## src/hsv_to_rgb_convert_assert.svh

```systemverilog
// Assertion macros for the HSV to RGB converter.
// Each macro expects signals named clk and rst in the module that uses it.
`ifndef HSV_TO_RGB_CONVERT_ASSERT_SVH
`define HSV_TO_RGB_CONVERT_ASSERT_SVH

`ifndef SYNTHESIS

// The consequent must hold in the same cycle as the antecedent.
`define HSV_ASSERT_IMPLY(lbl, ante, cons, msg) \
  lbl: assert property (@(posedge clk) disable iff (rst) (ante) |-> (cons)) \
    else $error(msg);

// The consequent must hold after the antecedent, delayed by the LATENCY parameter of the using module.
`define HSV_ASSERT_DELAY(lbl, ante, cons, msg) \
  lbl: assert property (@(posedge clk) disable iff (rst) (ante) |-> ##LATENCY (cons)) \
    else $error(msg);

`else

`define HSV_ASSERT_IMPLY(lbl, ante, cons, msg)
`define HSV_ASSERT_DELAY(lbl, ante, cons, msg)

`endif

`endif

```

## src/hsv_pkg.sv

```systemverilog
package hsv_pkg;

  localparam int HUE_W   = 9;
  localparam int CH_W    = 8;
  localparam int FRAC_W  = 6;
  localparam int PROD_W  = 14;
  localparam int PNUM_W  = 16;
  localparam int QNUM_W  = 22;

  localparam int SECTOR_DEG = 60;
  localparam int FULL_TURN  = 360;
  localparam int SAT_ONE    = 255;
  localparam int QT_DEN     = SAT_ONE * SECTOR_DEG;

  typedef enum logic [2:0] {
    SEC_RED_YEL = 3'd0,
    SEC_YEL_GRN = 3'd1,
    SEC_GRN_CYN = 3'd2,
    SEC_CYN_BLU = 3'd3,
    SEC_BLU_MAG = 3'd4,
    SEC_MAG_RED = 3'd5
  } sector_t;

  // Per-pixel data that rides along the pipeline next to the arithmetic.
  typedef struct packed {
    sector_t          sector;
    logic [CH_W-1:0]  v;
  } pix_t;

endpackage

```

## src/hsv_sector.sv

```systemverilog
module hsv_sector (
  input  logic                      clk,
  input  logic                      rst,
  input  logic                      in_valid,
  input  logic [hsv_pkg::HUE_W-1:0] hue_deg,
  input  logic [hsv_pkg::CH_W-1:0]  saturation,
  input  logic [hsv_pkg::CH_W-1:0]  brightness,
  output logic                      out_valid,
  output hsv_pkg::pix_t             pix,
  output logic [hsv_pkg::FRAC_W-1:0] frac,
  output logic [hsv_pkg::CH_W-1:0]  sat
);
  import hsv_pkg::*;

  logic [HUE_W-1:0]  hue_w;
  sector_t           sector_next;
  logic [HUE_W-1:0]  base;

  // Hues from 360 up wrap once, then a compare chain finds the sector.
  always_comb begin
    hue_w = (hue_deg >= HUE_W'(FULL_TURN)) ? hue_deg - HUE_W'(FULL_TURN) : hue_deg;
    priority if (hue_w >= HUE_W'(5 * SECTOR_DEG)) begin
      sector_next = SEC_MAG_RED;
      base        = HUE_W'(5 * SECTOR_DEG);
    end else if (hue_w >= HUE_W'(4 * SECTOR_DEG)) begin
      sector_next = SEC_BLU_MAG;
      base        = HUE_W'(4 * SECTOR_DEG);
    end else if (hue_w >= HUE_W'(3 * SECTOR_DEG)) begin
      sector_next = SEC_CYN_BLU;
      base        = HUE_W'(3 * SECTOR_DEG);
    end else if (hue_w >= HUE_W'(2 * SECTOR_DEG)) begin
      sector_next = SEC_GRN_CYN;
      base        = HUE_W'(2 * SECTOR_DEG);
    end else if (hue_w >= HUE_W'(SECTOR_DEG)) begin
      sector_next = SEC_YEL_GRN;
      base        = HUE_W'(SECTOR_DEG);
    end else begin
      sector_next = SEC_RED_YEL;
      base        = '0;
    end
  end

  always_ff @(posedge clk) begin
    if (rst) begin
      out_valid <= 1'b0;
    end else begin
      out_valid <= in_valid;
    end
  end

  always_ff @(posedge clk) begin
    pix.sector <= sector_next;
    pix.v      <= brightness;
    frac       <= FRAC_W'(hue_w - base);
    sat        <= saturation;
  end

endmodule

```

## src/hsv_levels.sv

```systemverilog
module hsv_levels (
  input  logic                        clk,
  input  logic                        rst,
  input  logic                        in_valid,
  input  hsv_pkg::pix_t               in_pix,
  input  logic [hsv_pkg::FRAC_W-1:0]  frac,
  input  logic [hsv_pkg::CH_W-1:0]    sat,
  output logic                        out_valid,
  output hsv_pkg::pix_t               out_pix,
  output logic [hsv_pkg::PNUM_W-1:0]  p_num,
  output logic [hsv_pkg::QNUM_W-1:0]  q_num,
  output logic [hsv_pkg::QNUM_W-1:0]  t_num
);
  import hsv_pkg::*;

  // First stage: saturation products and the p numerator.
  logic                valid_a;
  pix_t                pix_a;
  logic [PROD_W-1:0]   sf_a;
  logic [PROD_W-1:0]   st_a;
  logic [PNUM_W-1:0]   pn_a;
  logic [FRAC_W-1:0]   rest;

  assign rest = FRAC_W'(SECTOR_DEG) - frac;

  always_ff @(posedge clk) begin
    if (rst) begin
      valid_a   <= 1'b0;
      out_valid <= 1'b0;
    end else begin
      valid_a   <= in_valid;
      out_valid <= valid_a;
    end
  end

  always_ff @(posedge clk) begin
    pix_a <= in_pix;
    sf_a  <= PROD_W'(sat) * PROD_W'(frac);
    st_a  <= PROD_W'(sat) * PROD_W'(rest);
    pn_a  <= PNUM_W'(in_pix.v) * PNUM_W'(CH_W'(SAT_ONE) - sat);
  end

  // Second stage: brightness times the q and t weights.
  always_ff @(posedge clk) begin
    out_pix <= pix_a;
    p_num   <= pn_a;
    q_num   <= QNUM_W'(pix_a.v) * QNUM_W'(PROD_W'(QT_DEN) - sf_a);
    t_num   <= QNUM_W'(pix_a.v) * QNUM_W'(PROD_W'(QT_DEN) - st_a);
  end

endmodule

```

## src/hsv_rdiv.sv

```systemverilog
// Rounded division by a constant, floor((2x + d) / 2d), in two stages:
// a reciprocal estimate that is low by at most one, then one correction.
module hsv_rdiv #(
  parameter int unsigned DEN   = 255,
  parameter int          NUM_W = 16
) (
  input  logic                      clk,
  input  logic                      rst,
  input  logic                      in_valid,
  input  logic [NUM_W-1:0]          num,
  output logic                      out_valid,
  output logic [hsv_pkg::CH_W-1:0]  quo
);
  import hsv_pkg::*;

  localparam int          K     = NUM_W + 1;
  localparam int unsigned DIV2  = 2 * DEN;
  localparam int unsigned MUL   = (2 ** K) / DIV2;
  localparam int          MUL_W = $clog2(MUL + 1);
  localparam int          PRD_W = K + MUL_W;

  logic [K-1:0]      n;
  logic [PRD_W-1:0]  prod;
  logic              valid_a;
  logic [K-1:0]      n_a;
  logic [CH_W-1:0]   est_a;
  logic [K-1:0]      rem;

  assign n    = {num, 1'b0} + K'(DEN);
  assign prod = PRD_W'(n) * PRD_W'(MUL_W'(MUL));
  assign rem  = n_a - K'(est_a) * K'(DIV2);

  always_ff @(posedge clk) begin
    if (rst) begin
      valid_a   <= 1'b0;
      out_valid <= 1'b0;
    end else begin
      valid_a   <= in_valid;
      out_valid <= valid_a;
    end
  end

  always_ff @(posedge clk) begin
    n_a   <= n;
    est_a <= prod[K +: CH_W];
    quo   <= (rem >= K'(DIV2)) ? est_a + CH_W'(1) : est_a;
  end

endmodule

```

## src/hsv_to_rgb_convert.sv

```systemverilog
// HSV to RGB pixel converter, fixed point, six-sector rule.
//
// Input channel: hue_deg (0..359 degrees, 360..511 wraps by subtracting 360),
// saturation and brightness (8 bits, 255 is full scale). A transfer happens
// at each rising edge where start is high and busy is low. busy is always
// low: the pipeline takes a new pixel on every clock cycle.
//
// Output channel: red, green and blue are valid for exactly one cycle while
// done is high. There is no backpressure, so the receiver must take every
// transfer in the cycle it appears.
//
// Throughput is one pixel per cycle. The pipeline stages, from the accepting
// edge to the register that drives done, are: sector and fraction lookup,
// saturation products, brightness products, reciprocal quotient estimate,
// quotient correction, and channel selection.
//
// A synchronous reset clears all valid bits, so done stays low until new
// pixels have passed through the pipeline. Data registers are not reset.
`include "hsv_to_rgb_convert_assert.svh"

module hsv_to_rgb_convert (
  input  logic                      clk,
  input  logic                      rst,
  input  logic                      start,
  output logic                      busy,
  input  logic [hsv_pkg::HUE_W-1:0] hue_deg,
  input  logic [hsv_pkg::CH_W-1:0]  saturation,
  input  logic [hsv_pkg::CH_W-1:0]  brightness,
  output logic                      done,
  output logic [hsv_pkg::CH_W-1:0]  red,
  output logic [hsv_pkg::CH_W-1:0]  green,
  output logic [hsv_pkg::CH_W-1:0]  blue
);
  import hsv_pkg::*;

  localparam int LATENCY = 6;

  logic                s1_valid;
  pix_t                s1_pix;
  logic [FRAC_W-1:0]   s1_frac;
  logic [CH_W-1:0]     s1_sat;

  logic                s3_valid;
  pix_t                s3_pix;
  logic [PNUM_W-1:0]   s3_pnum;
  logic [QNUM_W-1:0]   s3_qnum;
  logic [QNUM_W-1:0]   s3_tnum;

  logic                p_valid;
  logic                q_valid;
  logic                t_valid;
  logic [CH_W-1:0]     p_lvl;
  logic [CH_W-1:0]     q_lvl;
  logic [CH_W-1:0]     t_lvl;

  // Sector and brightness wait here while the dividers work.
  pix_t                pix_d1;
  pix_t                pix_d2;

  logic [CH_W-1:0]     red_next;
  logic [CH_W-1:0]     green_next;
  logic [CH_W-1:0]     blue_next;
  logic [CH_W-1:0]     v_out;

  // Every stage advances each cycle, so the block is never busy.
  assign busy = 1'b0;

  hsv_sector u_sector (
    .clk        (clk),
    .rst        (rst),
    .in_valid   (start),
    .hue_deg    (hue_deg),
    .saturation (saturation),
    .brightness (brightness),
    .out_valid  (s1_valid),
    .pix        (s1_pix),
    .frac       (s1_frac),
    .sat        (s1_sat)
  );

  hsv_levels u_levels (
    .clk       (clk),
    .rst       (rst),
    .in_valid  (s1_valid),
    .in_pix    (s1_pix),
    .frac      (s1_frac),
    .sat       (s1_sat),
    .out_valid (s3_valid),
    .out_pix   (s3_pix),
    .p_num     (s3_pnum),
    .q_num     (s3_qnum),
    .t_num     (s3_tnum)
  );

  // p divides by full saturation; q and t divide by full saturation times
  // the sector width.
  hsv_rdiv #(
    .DEN   (SAT_ONE),
    .NUM_W (PNUM_W)
  ) u_div_p (
    .clk       (clk),
    .rst       (rst),
    .in_valid  (s3_valid),
    .num       (s3_pnum),
    .out_valid (p_valid),
    .quo       (p_lvl)
  );

  hsv_rdiv #(
    .DEN   (QT_DEN),
    .NUM_W (QNUM_W)
  ) u_div_q (
    .clk       (clk),
    .rst       (rst),
    .in_valid  (s3_valid),
    .num       (s3_qnum),
    .out_valid (q_valid),
    .quo       (q_lvl)
  );

  hsv_rdiv #(
    .DEN   (QT_DEN),
    .NUM_W (QNUM_W)
  ) u_div_t (
    .clk       (clk),
    .rst       (rst),
    .in_valid  (s3_valid),
    .num       (s3_tnum),
    .out_valid (t_valid),
    .quo       (t_lvl)
  );

  always_ff @(posedge clk) begin
    pix_d1 <= s3_pix;
    pix_d2 <= pix_d1;
  end

  // Channel selection by sector. Zero saturation needs no special case:
  // all three levels then round to the brightness itself.
  always_comb begin
    unique case (pix_d2.sector)
      SEC_RED_YEL: begin
        red_next   = pix_d2.v;
        green_next = t_lvl;
        blue_next  = p_lvl;
      end
      SEC_YEL_GRN: begin
        red_next   = q_lvl;
        green_next = pix_d2.v;
        blue_next  = p_lvl;
      end
      SEC_GRN_CYN: begin
        red_next   = p_lvl;
        green_next = pix_d2.v;
        blue_next  = t_lvl;
      end
      SEC_CYN_BLU: begin
        red_next   = p_lvl;
        green_next = q_lvl;
        blue_next  = pix_d2.v;
      end
      SEC_BLU_MAG: begin
        red_next   = t_lvl;
        green_next = p_lvl;
        blue_next  = pix_d2.v;
      end
      default: begin
        red_next   = pix_d2.v;
        green_next = p_lvl;
        blue_next  = q_lvl;
      end
    endcase
  end

  always_ff @(posedge clk) begin
    if (rst) begin
      done <= 1'b0;
    end else begin
      done <= p_valid & q_valid & t_valid;
    end
  end

  always_ff @(posedge clk) begin
    red   <= red_next;
    green <= green_next;
    blue  <= blue_next;
    v_out <= pix_d2.v;
  end

  // Every accepted pixel comes out after the fixed pipeline latency.
  `HSV_ASSERT_DELAY(a_latency, start && !busy, done, "accepted pixel did not complete on time")

  // One channel always carries the brightness, and none exceeds it.
  `HSV_ASSERT_IMPLY(a_peak, done, red == v_out || green == v_out || blue == v_out, "peak missing")
  `HSV_ASSERT_IMPLY(a_bound, done, red <= v_out && green <= v_out && blue <= v_out, "level too high")

endmodule

```

## config.mk

```make
export PLATFORM = sky130hd
export DESIGN_NAME = hsv_to_rgb_convert
export DESIGN_NICKNAME = d
export VERILOG_FILES = /design/src/hsv_pkg.sv /design/src/hsv_sector.sv /design/src/hsv_levels.sv /design/src/hsv_rdiv.sv /design/src/hsv_to_rgb_convert.sv
export VERILOG_INCLUDE_DIRS = /design/src /design/src/src
export SDC_FILE = /design/constraint.sdc
export NUM_CORES = 2
export LEC_CHECK = 0
export ABC_AREA = 1
export BUFFER_PORTS_ARGS = -buffer_cell sky130_fd_sc_hd__buf_2
export CAP_MARGIN = 10
export CORE_UTILIZATION = 40
export DETAILED_ROUTE_END_ITERATION = 8
export PLACE_DENSITY = 0.62
export RECOVER_POWER = 100
export SYNTH_ARGS = -nofsm -noshare
export SYNTH_HDL_FRONTEND = slang
export SYNTH_SLANG_ARGS = --single-unit
```

## constraint.sdc

```tcl
create_clock -name clk -period 11 [get_ports clk]
set_clock_uncertainty 0.15 [all_clocks]
set_input_delay 2.2 -clock clk [delete_from_list [all_inputs] [get_ports clk]]
set_output_delay 2.2 -clock clk [all_outputs]
set_load 0.03 [all_outputs]
```

==> impl_metrics.toml <==
[clocking]
clock-sinks = 305
cts_setup_buffers = 0
cts.clk_slew.worst_paths_ns = 0.06
cts_made_buffers = 38
clk-insertion-delay-late_ns = 0.55
cts_buffer_depth = 3
cts_tree = "yes"
htreeDepth = 2
cts_root_buf = "clkbuf_16"
ctsHoldBuffers = 0
post_cts_resized = 0

[yosys]
synth_top_area_share_pct = 22.0
synth_area_um2 = 35300
syn-num-nets = 5419
synthTopCellsByArea = "fa_1 22%, ha_1 17%, dfxtp_1 17%"
synth_top_area_cell = "fa_1"
synth_cell_types = 63
synth_seq_cells = 305
synth-async-reset-ratio_pct = 0
yosysMostFrequentCell = "inv_1"
netlist_instances = 4513
synth_area_per_cell_um2 = 7.83
ys.flop_type = "dfxtp_1"
yosys_warnings = 0
ys_seq_area_share_pct = 17.3
synth_common_cells = "1,010 x inv_1, 950 x nand2_1, 490 x ha_1"
synth_edf_count = 0

[global_route]
grt_pass1_wl_um = 138000
grt.overflow.total = 0
track_usage_pct = 18.8
grt_max_degree = 31
antenna_found_initial = 0
grt_pass1_vias = 28100

[placement]
gp_congestion = 0.896
portBuffers = 52
place_area_um2 = 36900
dp_hpwl_um = 69100

[die]
core_um2 = 87200
fp.dieArea_um2 = 89500
die-width_um = 299
num_rows = 108
die_h_um = 299
io_pins = 54
initial_core_util_pct = 40.5

[sta]
timing.final.crit_share_pct = 64.7
tightest_slew_ns = 1.82
finalHoldViolCount = 0
fin_setup_tns_ns = 0
timing.hold.ws_ns = 0.164
timing.fmax_ghz = 0.141
maxSlewHeadroom_pct = -21.3
setup-violations-final = 0
grt_setup_unrepaired = "no"
post-route-min-period_ns = 7.12
maxSlewViolCount = 117

[critical_path]
path_max_fanout = 9
cp.arrival_ns = 7.40
end_kind = "flop"
cp.required_ns = 11.29
critPathMaxStageDelay_ns = 0.59
crit_top_cell = "nand2_1"
path_class = "flop to flop"
worst_path_max_delay_cell = "dfxtp_1"
start_kind = "flop"

[routing]
via_count = 27600
drt-initial-drc-count = 1243
postRouteWirelength_um = 81800
wl_per_cell_um = 14.2
first_pass_iters = 5
drc = 0
drt-vias-per-instance = 4.80
ant_nets = 0

[min_path]
hp-class = "flop to flop"

[cells_and_area]
n_antenna_cell = 0
drive_gt1_share_pct = 3.50
num-nets-final = 5474
area_delta_synth_final_pct = 7.63
stdcell_area_um2 = 38000

[outcome]
outcome = "complete, but fails checks"
violations = "max-capacitance violations, max-slew violations"

[job]
max-cap-violations = 4
-- layout by cell type (no fill, tap or decap), types with 17 or more instances in the layout --
| master | count |
|---|---|
| clkbuf_16 | 41 |
| buf_2 | 25 |
| xor2_1 | 148 |
| fa_1 | 388 |
| a21oi_1 | 202 |
| nor3_1 | 48 |
| nand4_1 | 47 |
| xnor2_1 | 74 |
| o21bai_1 | 17 |
| nand2_1 | 955 |
| a21o_1 | 18 |
| nand3_1 | 148 |
| clkbuf_1 | 40 |
| nor2_1 | 350 |
| inv_1 | 1010 |
| ha_1 | 490 |
| dfxtp_1 | 305 |
| o21ai_0 | 85 |
-- state kept, by name (all words and copies together) (netlist names), 11 cells and up --
register / cells
pix_d1: 11
u_levels.p_num: 16
u_sector.pix: 11
u_levels.pix_a: 11
pix_d2: 11
u_div_q.n_a: 20
u_levels.sf_a: 14
u_levels.t_num: 21
u_levels.st_a: 13
u_div_p.n_a: 16
u_div_t.n_a: 20
u_levels.pn_a: 16
u_levels.out_pix: 11
u_levels.q_num: 22
-- final cells by class --
cell class / count / area [um2]
clock buffers: 51 / 1090
clock inverters: 16 / 225
fillers: 8868 / 49100
inverters: 1019 / 3820
multi-input cells: 3144 / 25100
flip-flops and latches: 305 / 6110
well taps: 1155 / 1450
repair buffers: 60 / 264
-- routing by layer --
layer  wire length [um]  part of all wire (%)  vias up  GRT usage, %
met5                  0                     0        -             0
met4               2360                   2.9        0          5.59
met3               2810                   3.4      106          1.99
met2              38100                    47      452          32.1
met1              38500                    47    13000          25.1
li1                   -                     -    14000             -
-- worst max-delay path: cells and delay by family (launching register included) --
family / cells / cell delay [ns]
and+or+nand+nor: 13 / 1.99
adders and majority gates: 6 / 2.75
xor gates and xnor gates: 1 / 0.18
DFF: 1 / 0.59
AOI/OAI and AO/OA: 6 / 0.87
buffers and inverters: 5 / 0.43
-- path summary, 6_finish.rpt --
| kind | start | end | slack (ns) | cells past startpoint |
|---|---|---|---|---|
| max reg2reg | u_div_p.est_a[5] | u_div_p.quo[4] | 3.88 | 31 |
| min | pix_d1[5] | pix_d2[5] | 0.16 | 0 |
| max | u_div_p.est_a[5] | u_div_p.quo[4] | 3.88 | 31 |
| min reg2reg | pix_d1[5] | pix_d2[5] | 0.16 | 0 |
-- stage by stage --
stage	std cells	setup WS, ns	util [%]
after floorplan	4513	5.06	-
after global placement	5683	4.33	42.4
after detailed placement	5683	4.30	42.4
after CTS	5750	4.23	43.9
final	5750	3.88	43.6
after global routing	5750	3.23	43.6
-- kinds of logic (layout without fill, tap and decap cells) --
family	after synthesis	in the layout	synth area share (%)
and+or+nand+nor	1628	1628	19.5
buffers and inverters	1064	1146	11.3
DFF	305	305	17.3
adders and majority gates	878	878	39.3
other	1	1	0.0106
AOI/OAI and AO/OA	413	413	6.84
xor gates and xnor gates	224	224	5.64
Power is not shown: default switching activity piles up to over one toggle a cycle in this logic, so the estimate is an artifact.
